[src/rtl/urm_pkg.sv]
// urm_pkg: shared constants, types and helpers for the ultrasonic range median block.
// No dependencies; imported by every module of the block.
`timescale 1ns / 1ps

package urm_pkg;

  localparam int GROUP_SIZE_DEF  = 5;
  localparam int DIST_W          = 9;
  localparam int WIDTH_W         = 15;
  localparam int ECHO_TIMEOUT_US = 30000;
  localparam int MAX_DIST_RESET  = 250;
  localparam int MAX_DIST_CEIL   = 510;

  // floor(w / 58) == (w * 18079) >> 20 for every w below 174762
  localparam int CM_RECIP    = 18079;
  localparam int RECIP_W     = 15;
  localparam int RECIP_SHIFT = 20;
  localparam int QUOT_W      = 10;

  localparam int APB_ADDR_W = 3;
  localparam int APB_DATA_W = 32;

  typedef logic [DIST_W-1:0]  dist_t;
  typedef logic [WIDTH_W-1:0] width_t;

  function automatic dist_t eff_max(input dist_t m);
    return (m > dist_t'(MAX_DIST_CEIL)) ? dist_t'(MAX_DIST_CEIL) : m;
  endfunction

endpackage

[src/rtl/ultrasonic_range_median.sv]
// ultrasonic_range_median: top level with the APB register and the filter pipeline.
// Depends on urm_pkg, urm_conv, urm_group and urm_median.
//
// Usage:
//   Input channel (in_valid/in_ready, echo_width_us) carries one echo width in us
//   per word; 0 means no echo. Each width becomes a distance in cm; no echo, a
//   width above 30000 us or a distance above dist_limit becomes limit + 1.
//   After every GROUP_SIZE-th accepted word the output channel (out_valid/
//   out_ready) carries one word: the median of the group and out_of_range.
//   Throughput: one input word per cycle, set by the three register stages
//   (input register, group snapshot, output register) each passing a word per cycle
//   while no receiver stall backs up; results are valid from the output register.
//   When the receiver stalls, the result holds in the output register while the
//   following group keeps filling; input stalls only once a finished group waits
//   in the snapshot register and the next group's last word arrives.
//   Reset clears the fill count and all valid flags and sets dist_limit to 250.
//   dist_limit sits at APB address 0 (bits 8:0); limits above 510 act as 510.
`timescale 1ns / 1ps

module ultrasonic_range_median #(
  parameter int GROUP_SIZE = urm_pkg::GROUP_SIZE_DEF
) (
  input  logic                              clk,
  input  logic                              rst,
  input  logic                              psel,
  input  logic                              penable,
  input  logic                              pwrite,
  input  logic [urm_pkg::APB_ADDR_W-1:0]    paddr,
  input  logic [urm_pkg::APB_DATA_W-1:0]    pwdata,
  output logic [urm_pkg::APB_DATA_W-1:0]    prdata,
  output logic                              pready,
  input  logic                              in_valid,
  output logic                              in_ready,
  input  urm_pkg::width_t                   echo_width_us,
  output logic                              out_valid,
  input  logic                              out_ready,
  output urm_pkg::dist_t                    median_cm,
  output logic                              out_of_range
);
  import urm_pkg::*;

  typedef enum logic [0:0] {
    REG_MAX_DIST = 1'b0,
    REG_UNUSED   = 1'b1
  } reg_idx_t;

  dist_t                  dist_limit;
  dist_t                  lim;
  reg_idx_t               reg_idx;
  logic                   smp_valid;
  logic                   smp_ready;
  dist_t                  smp_data;
  logic                   grp_valid;
  logic                   grp_ready;
  dist_t [GROUP_SIZE-1:0] grp_data;

  assign pready  = 1'b1;
  assign reg_idx = reg_idx_t'(paddr[APB_ADDR_W-1]);

  always_ff @(posedge clk) begin
    if (rst) begin
      dist_limit <= dist_t'(MAX_DIST_RESET);
    end else if (psel && penable && pwrite && reg_idx == REG_MAX_DIST) begin
      dist_limit <= pwdata[DIST_W-1:0];
    end
  end

  always_comb begin
    unique case (reg_idx)
      REG_MAX_DIST: prdata = APB_DATA_W'(dist_limit);
      default:      prdata = '0;
    endcase
  end

  assign lim = eff_max(dist_limit);

  urm_conv u_conv (
    .clk           (clk),
    .rst           (rst),
    .in_valid      (in_valid),
    .in_ready      (in_ready),
    .echo_width_us (echo_width_us),
    .lim           (lim),
    .smp_valid     (smp_valid),
    .smp_ready     (smp_ready),
    .smp_data      (smp_data)
  );

  urm_group #(.GROUP_SIZE(GROUP_SIZE)) u_group (
    .clk       (clk),
    .rst       (rst),
    .smp_valid (smp_valid),
    .smp_ready (smp_ready),
    .smp_data  (smp_data),
    .grp_valid (grp_valid),
    .grp_ready (grp_ready),
    .grp_data  (grp_data)
  );

  urm_median #(.GROUP_SIZE(GROUP_SIZE)) u_median (
    .clk          (clk),
    .rst          (rst),
    .grp_valid    (grp_valid),
    .grp_ready    (grp_ready),
    .grp_data     (grp_data),
    .lim          (lim),
    .out_valid    (out_valid),
    .out_ready    (out_ready),
    .median_cm    (median_cm),
    .out_of_range (out_of_range)
  );

endmodule

[src/rtl/urm_conv.sv]
// urm_conv: input register and echo-width to centimetre conversion.
// Depends on urm_pkg.
`timescale 1ns / 1ps

module urm_conv (
  input  logic           clk,
  input  logic           rst,
  input  logic           in_valid,
  output logic           in_ready,
  input  urm_pkg::width_t echo_width_us,
  input  urm_pkg::dist_t lim,
  output logic           smp_valid,
  input  logic           smp_ready,
  output urm_pkg::dist_t smp_data
);
  import urm_pkg::*;

  localparam int PROD_W = WIDTH_W + RECIP_W;

  width_t             w_reg;
  logic               v_reg;
  logic [PROD_W-1:0]  prod;
  logic [QUOT_W-1:0]  quot;
  dist_t              sentinel;

  assign in_ready  = !v_reg || smp_ready;
  assign smp_valid = v_reg;

  always_ff @(posedge clk) begin
    if (rst) begin
      v_reg <= 1'b0;
    end else if (in_ready) begin
      v_reg <= in_valid;
    end
    if (in_ready && in_valid) begin
      w_reg <= echo_width_us;
    end
  end

  assign prod     = PROD_W'(w_reg) * PROD_W'(CM_RECIP);
  assign quot     = prod[RECIP_SHIFT +: QUOT_W];
  assign sentinel = lim + dist_t'(1);

  always_comb begin
    if (w_reg == '0 || w_reg > width_t'(ECHO_TIMEOUT_US)) begin
      smp_data = sentinel;
    end else if (quot > {1'b0, lim}) begin
      smp_data = sentinel;
    end else begin
      smp_data = quot[DIST_W-1:0];
    end
  end

endmodule

[src/rtl/urm_group.sv]
// urm_group: sample store, fill count and group snapshot register.
// Depends on urm_pkg.
`timescale 1ns / 1ps

module urm_group #(
  parameter int GROUP_SIZE = urm_pkg::GROUP_SIZE_DEF
) (
  input  logic                                clk,
  input  logic                                rst,
  input  logic                                smp_valid,
  output logic                                smp_ready,
  input  urm_pkg::dist_t                      smp_data,
  output logic                                grp_valid,
  input  logic                                grp_ready,
  output urm_pkg::dist_t [GROUP_SIZE-1:0]     grp_data
);
  import urm_pkg::*;

  localparam int CNT_W = $clog2(GROUP_SIZE);

  dist_t [GROUP_SIZE-2:0] store;
  logic  [CNT_W-1:0]      fill_count;
  logic                   last;
  logic                   slot_free;
  logic                   take;

  assign last      = (fill_count == CNT_W'(GROUP_SIZE - 1));
  assign slot_free = !grp_valid || grp_ready;
  assign smp_ready = !last || slot_free;
  assign take      = smp_valid && smp_ready;

  always_ff @(posedge clk) begin
    if (rst) begin
      fill_count <= '0;
      grp_valid  <= 1'b0;
    end else begin
      if (grp_valid && grp_ready) begin
        grp_valid <= 1'b0;
      end
      if (take) begin
        if (last) begin
          fill_count <= '0;
          grp_valid  <= 1'b1;
        end else begin
          fill_count <= fill_count + CNT_W'(1);
        end
      end
    end
    if (take) begin
      store <= {store[GROUP_SIZE-3:0], smp_data};
      if (last) begin
        grp_data <= {store, smp_data};
      end
    end
  end

endmodule

[src/rtl/urm_median.sv]
// urm_median: rank-select median of one group and the result output register.
// Depends on urm_pkg.
`timescale 1ns / 1ps

module urm_median #(
  parameter int GROUP_SIZE = urm_pkg::GROUP_SIZE_DEF
) (
  input  logic                            clk,
  input  logic                            rst,
  input  logic                            grp_valid,
  output logic                            grp_ready,
  input  urm_pkg::dist_t [GROUP_SIZE-1:0] grp_data,
  input  urm_pkg::dist_t                  lim,
  output logic                            out_valid,
  input  logic                            out_ready,
  output urm_pkg::dist_t                  median_cm,
  output logic                            out_of_range
);
  import urm_pkg::*;

  localparam int RANK_W = $clog2(GROUP_SIZE);
  localparam int MID    = GROUP_SIZE / 2;

  logic [RANK_W-1:0] rank [GROUP_SIZE];
  dist_t             med;

  // rank = number of elements ordered before this one, ties broken by position
  always_comb begin
    for (int i = 0; i < GROUP_SIZE; i++) begin
      rank[i] = '0;
      for (int j = 0; j < GROUP_SIZE; j++) begin
        if (j != i) begin
          if (grp_data[j] < grp_data[i] || (grp_data[j] == grp_data[i] && j < i)) begin
            rank[i] = rank[i] + RANK_W'(1);
          end
        end
      end
    end
  end

  always_comb begin
    med = '0;
    for (int i = 0; i < GROUP_SIZE; i++) begin
      if (rank[i] == RANK_W'(MID)) begin
        med = grp_data[i];
      end
    end
  end

  assign grp_ready = !out_valid || out_ready;

  always_ff @(posedge clk) begin
    if (rst) begin
      out_valid <= 1'b0;
    end else if (grp_ready) begin
      out_valid <= grp_valid;
    end
    if (grp_ready && grp_valid) begin
      median_cm    <= med;
      out_of_range <= (med > lim);
    end
  end

endmodule

[config.mk]
export PLATFORM = sky130hd
export DESIGN_NAME = ultrasonic_range_median
export DESIGN_NICKNAME = d
export VERILOG_FILES = /design/src/rtl/urm_pkg.sv /design/src/rtl/ultrasonic_range_median.sv /design/src/rtl/urm_conv.sv /design/src/rtl/urm_group.sv /design/src/rtl/urm_median.sv
export SDC_FILE = /design/constraint.sdc
export NUM_CORES = 1
export LEC_CHECK = 0
export ABC_CLOCK_PERIOD_IN_PS = 10460
export BUFFER_PORTS_ARGS = -buffer_cell sky130_fd_sc_hd__buf_2
export CORE_MARGIN = 2
export CORE_UTILIZATION = 47
export DETAILED_ROUTE_END_ITERATION = 10
export PLACE_DENSITY = 0.71
export SETUP_SLACK_MARGIN = 0.3
export SLEW_MARGIN = 20
export SYNTH_ARGS = -nofsm -noshare
export SYNTH_HDL_FRONTEND = slang
export SYNTH_SLANG_ARGS = --single-unit
export TNS_END_PERCENT = 20
[constraint.sdc]
create_clock -name clk -period 10.46 [get_ports clk]
set_clock_uncertainty 0.05 [all_clocks]
set_input_delay 0.523 -clock clk [delete_from_list [all_inputs] [get_ports clk]]
set_output_delay 0.523 -clock clk [all_outputs]
set_load 0.01 [all_outputs]
==> impl_metrics.json, run 1 <==
{
  "vias": 8500,
  "hold_path_class": "in -> reg",
  "detail_route.wl_per_cell_um": 18.03,
  "relSlewSlack_pct": 31.12,
  "instances_no_fill": 1555,
  "synth_area_sq_um": 12170,
  "ir_worst_vdd_mv": 0.3633,
  "hold_viol": 0,
  "clk_pin_slew_ns": 0.06,
  "final_nets": 1600,
  "postCtsHoldBufs": 0,
  "netlist_top_cells_count": "ha_1, inv_1, edfxtp_1, fa_1, nor2_1",
  "antennaDiodeCount": 0,
  "post-route-period-util_pct": 80.99,
  "start_kind": "register",
  "dp_hpwl_mm": 22.70,
  "layout_min_cycle_time_ns": 8.471,
  "powerDensity_nw_per_um2": 246.3,
  "yosysMostFrequentCell": "ha_1",
  "dieWidth_um": 164.9,
  "numCtsBuffers": 17,
  "areaGrowthSynthToFinish_pct": 9.610,
  "pin_count": 102,
  "fmax_mhz": 118.0,
  "dieArea_sq_um": 27200,
  "cts_resized": 0,
  "initial_core_util_pct": 48.06,
  "synth_cell_type_count": 73,
  "place_area_sq_um": 12740,
  "synth-async-reset-ratio_pct": 0,
  "rsz0062_at_grt": "false",
  "max_stage_delay_ns": 0.73,
  "ys.warnings.count": 0,
  "grt_pass1_vias": 8668,
  "design_area_sq_um": 13340,
  "antenna_found_initial": 0,
  "gp_congestion": 0.9731,
  "cts_buffer_depth": 2,
  "status": "finished clean",
  "root_buffer": "clkbuf_16",
  "synth.top_cell.area_share_pct": 26.31,
  "cts_tree": "done",
  "fin_ws_ns": 1.989,
  "die_y_um": 164.9,
  "cp.required_ns": 10.57,
  "drc": 0,
  "htreeDepth": 4,
  "cts_setup_buffers": 0,
  "synthCells": 1148,
  "yosysTopAreaCell": "ha_1",
  "viasPerCell": 5.466,
  "cp-end-kind": "register",
  "drv_cap": 0,
  "report.power.total_mw": 3.286,
  "synth_edf_count": 106,
  "path_max_fanout": 10,
  "grt_pass1_wl_mm": 44.90,
  "min_from": "echo_width_us[1]",
  "drive_above_1_share_pct": 9.714,
  "route.antenna.remaining_nets": 0,
  "grt_overflow": 0,
  "p_leak_nw": 6.429,
  "seq_area_sq_um": 3483,
  "dp_slack_ns": 1.965,
  "ys_seq_area_share_pct": 28.62,
  "multi_input_area_sq_um": 7772,
  "insertion_delay_ns": 0.42,
  "largest_reg_flops": 45,
  "dp.cells": 1523,
  "track_usage_pct": 21.78,
  "row_count": 58,
  "synth_ff_type": "edfxtp_1",
  "worstPathArrival_ns": 8.58,
  "ys_top_cells_by_area": "ha_1, edfxtp_1, fa_1",
  "port_buffers": 52,
  "clock_sinks": 121,
  "path_class": "reg -> reg",
  "synth-seq-cells": 121,
  "first_pass_iters": 5,
  "syn_area_per_cell_sq_um": 10.60,
  "path_delay_family": "adder cells",
  "drt_iter0_drc": 516,
  "worst_pin_slew_ns": 1.033,
  "drt-total-wl_mm": 28.03,
  "crit_start": "u_conv.w_reg[6]",
  "fin_setup_tns_ns": 0,
  "core_sq_um": 25330,
  "nFillCells": 2217,
  "r2r_start": "u_conv.w_reg[6]",
  "critical_path_buf_inv_count": 5,
  "finalSetupViolations": 0,
  "grt_max_degree": 47,
  "slowest_stage": "edfxtp_1",
  "drv_slew": 0
}
worst paths after layout:
check | slack (ns) | depth (start not counted) | endpoint
worst max-delay path | 1.99 | 27 | u_group.store[3]
worst min-delay path | 0.23 | 1 | u_conv.w_reg[1]
worst max register to register | 1.99 | 27 | u_group.store[3]
worst min register to register | 0.37 | 0 | u_group.grp_data[42]
layout by cell type, fill, tap and decap left out, types with 5 or more instances in the layout:
master and count:
a211o_1 8, a211oi_1 6, a21o_1 13, a21oi_1 41, and3_1 10, buf_2 52
clkbuf_16 17, conb_1 24, dfxtp_1 15, edfxtp_1 106, fa_1 75, ha_1 256
inv_1 207, inv_8 5, mux2_4 8, mux2i_1 21, nand2_1 48, nand2b_1 5
nand3_1 26, nand4_1 17, nor2_1 51, nor2b_1 13, nor3_1 10, o21a_1 25
o21ai_0 27, o221ai_1 8, or3_1 11, xnor2_1 14, xor2_1 14
power breakdown:
group	total, mW	internal [mW]	switching, mW
combinational	2.06	0.907	1.16
sequential	0.633	0.601	0.0323
clock	0.590	0.342	0.248
stage by stage:
stage | hold WS [ns] | utilization [%]
2_1_floorplan | 0.3503 | -
3_3_place_gp | 0.3505 | 50.30
3_5_place_dp | 0.3583 | 50.30
4_1_cts | 0.2139 | 52.68
5_1_grt | 0.2125 | 52.68
6_report | 0.2301 | 52.68
cell type report:
cell class	instances	area share, %
clock buffers	17	3.188
flip-flops and latches	121	26.11
multi-input cells	808	58.25
inverters	208	5.851
clock inverters	15	1.332
well taps	330	3.095
repair buffers	56	2.176
routing by layer:
layer,share of wire (%),vias up,global-route usage (%)
met5,0,-,0
met4,1.4,0,6.126
met3,6.2,26,3.290
met2,47,259,35.47
met1,45,4113,30.25
li1,-,4102,-
logic make-up (layout without fill, tap and decap cells):
group | count (synthesis) | after routing | synth area share (%)
xor gates and xnor gates | 28 | 28 | 2.015
buffers and inverters | 241 | 296 | 8.305
and+or+nand+nor | 221 | 221 | 9.323
adders and majority gates | 331 | 331 | 38.65
DFF | 121 | 121 | 28.62
AOI/OAI and AO/OA | 170 | 170 | 9.580
other | 2 | 24 | 0.06169
muxes | 34 | 34 | 3.454
Note: power is estimated with default switching activity, not from simulation.
==> run 2, diff against run 1 <==
--- a/config.mk
+++ b/config.mk
@@ -5,7 +5,7 @@
 export SDC_FILE = /design/constraint.sdc
 export NUM_CORES = 1
 export LEC_CHECK = 0
-export ABC_CLOCK_PERIOD_IN_PS = 10460
+export ABC_CLOCK_PERIOD_IN_PS = 8700
 export BUFFER_PORTS_ARGS = -buffer_cell sky130_fd_sc_hd__buf_2
 export CORE_MARGIN = 2
 export CORE_UTILIZATION = 47
==> constraint.sdc (replaced) <==
create_clock -name clk -period 8.7 [get_ports clk]
set_clock_uncertainty 0.05 [all_clocks]
set_input_delay 0.435 -clock clk [delete_from_list [all_inputs] [get_ports clk]]
set_output_delay 0.435 -clock clk [all_outputs]
set_load 0.01 [all_outputs]
==> impl_metrics.json, run 2 (same netlist as run 1, synthesis figures left out) <==
{
  "status": "finished clean",
  "track_usage_pct": 21.98,
  "vias": 8528,
  "relSlewSlack_pct": 28.81,
  "worstPathArrival_ns": 8.15,
  "insertion_delay_ns": 0.43,
  "hold_viol": 0,
  "nFillCells": 2194,
  "drv_cap": 0,
  "hold_path_class": "in -> reg",
  "r2r_start": "u_conv.w_reg[13]",
  "slowest_stage": "fa_1",
  "fin_setup_tns_ns": 0,
  "core_sq_um": 25330,
  "viasPerCell": 5.411,
  "dp.cells": 1533,
  "crit_top_cell": "fa_1",
  "grt_max_degree": 47,
  "ir_worst_vdd_mv": 0.3154,
  "path_class": "reg -> reg",
  "max_stage_delay_ns": 0.57,
  "clk_pin_slew_ns": 0.07,
  "gp_congestion": 0.9636,
  "post-route-period-util_pct": 92.34,
  "antenna_found_initial": 0,
  "instances_no_fill": 1576,
  "rrSetupSlack_ns": 0.67,
  "holdPathStages": 1,
  "initial_core_util_pct": 48.06,
  "powerDensity_nw_per_um2": 299.9,
  "min_from": "echo_width_us[8]",
  "dp_hpwl_mm": 23.34,
  "cp.required_ns": 8.82,
  "fin_ws_ns": 0.6665,
  "finalSetupViolations": 0,
  "grt_pass1_wl_mm": 45.33,
  "dp_slack_ns": 0.3897,
  "root_buffer": "clkbuf_16",
  "cp-end-kind": "register",
  "detail_route.wl_per_cell_um": 18.05,
  "dieWidth_um": 164.9,
  "cts_buffer_depth": 2,
  "critical_path_buf_inv_count": 5,
  "min_to": "u_conv.w_reg[8]",
  "drt_iter0_drc": 574,
  "layout_commonest_cell": "ha_1",
  "path_max_fanout": 7,
  "antennaDiodeCount": 0,
  "areaGrowthSynthToFinish_pct": 11.13,
  "numCtsBuffers": 17,
  "die_y_um": 164.9,
  "pin_count": 102,
  "drt-total-wl_mm": 28.45,
  "final_nets": 1621,
  "path_delay_family": "adder cells",
  "largest_reg_flops": 45,
  "row_count": 58,
  "p_leak_nw": 6.534,
  "worstRegToRegCells": 25,
  "port_buffers": 52,
  "clock_sinks": 121,
  "worst_r2r_endpoint": "u_group.store[2]",
  "htreeDepth": 4,
  "drc": 0,
  "grt_pass1_vias": 8760,
  "dieArea_sq_um": 27200,
  "rsz0062_at_grt": "false",
  "cts_tree": "done",
  "worst_pin_slew_ns": 1.068,
  "drive_above_1_share_pct": 11.64,
  "postCtsHoldBufs": 0,
  "layout_min_cycle_time_ns": 8.033,
  "start_kind": "register",
  "fmax_mhz": 124.5,
  "drv_slew": 0,
  "final_cell_mix": "ha_1, inv_1, edfxtp_1",
  "first_pass_iters": 5,
  "grt_overflow": 0,
  "route.antenna.remaining_nets": 0
}
## run 2: worst max path at each step
stage	startpoint	to	slack, ns	cells past startpoint
2_1_floorplan	u_conv.w_reg[11]	u_group.grp_data[2]	1.15	26
3_3_place_gp	u_conv.w_reg[11]	u_group.store[2]	0.39	24
3_5_place_dp	u_conv.w_reg[11]	u_group.store[2]	0.39	24
4_1_cts	u_conv.w_reg[12]	u_group.store[2]	0.33	28
5_1_grt	u_conv.w_reg[13]	u_group.store[2]	0.35	25
6_report	u_conv.w_reg[13]	u_group.store[2]	0.67	25
## run 2: power breakdown
| part | switching (mW) | internal [mW] | total (mW) |
|---|---|---|---|
| sequential | 0.0228 | 0.722 | 0.745 |
| clock | 0.309 | 0.410 | 0.719 |
| combinational | 1.46 | 1.13 | 2.59 |
| total | 1.79 | 2.27 | 4.06 |
## run 2: layer usage
layer	part of all wire, %	up-vias	GRT usage [%]	wire [um]
met5	0	-	0	0
met4	2.0	0	6.166	578
met3	6.2	35	3.466	1769
met2	47	237	36.65	13440
met1	45	4113	29.73	12670
li1	-	4143	-	-
## run 2: cell type report
class                      count  area (sq um)  area share, %
multi-input combinational    808          7801          57.67
sequential                   121          3483          25.75
inverter                     208         780.7          5.771
timing repair buffer          77         447.9          3.311
clock buffer                  17         425.4          3.145
tap                          330         412.9          3.052
clock inverter                15         176.4          1.304
## run 2: metrics by stage
stage          util (%)  hold WS, ns  power, mW  cell area, sq um
5_1_grt           53.41       0.1199      4.481             13530
4_1_cts           53.03       0.1127      4.042             13430
6_report          53.41       0.1197      4.057             13530
2_1_floorplan         -       0.3503      2.656             12260
3_3_place_gp      50.60       0.3506      3.195             12810
3_5_place_dp      50.60       0.3566      3.252             12810
## run 2: timing repair
action	4_1_cts	5_1_grt
setup buffers	2	9
gates resized for setup	0	8
pin swaps	0	0
setup endpoints to repair	5	18
## run 2: worst reg2reg max path, stage by stage, from the launching register on
cell       delay, ns
edfxtp_1        0.51
buf_4           0.19
fa_1            0.50
inv_1           0.06
fa_1            0.48
inv_1           0.06
fa_1            0.47
fa_1            0.40
fa_1            0.57
inv_1           0.07
fa_1            0.54
inv_1           0.05
ha_1            0.33
a222oi_1        0.31
nand4_1         0.18
or2_2           0.32
a31oi_1         0.18
xnor2_1         0.21
ha_1            0.32
a2111oi_2       0.35
o21ai_1         0.14
a221oi_2        0.28
o21bai_1        0.14
or4_1           0.51
and3_4          0.23
mux2_4          0.33
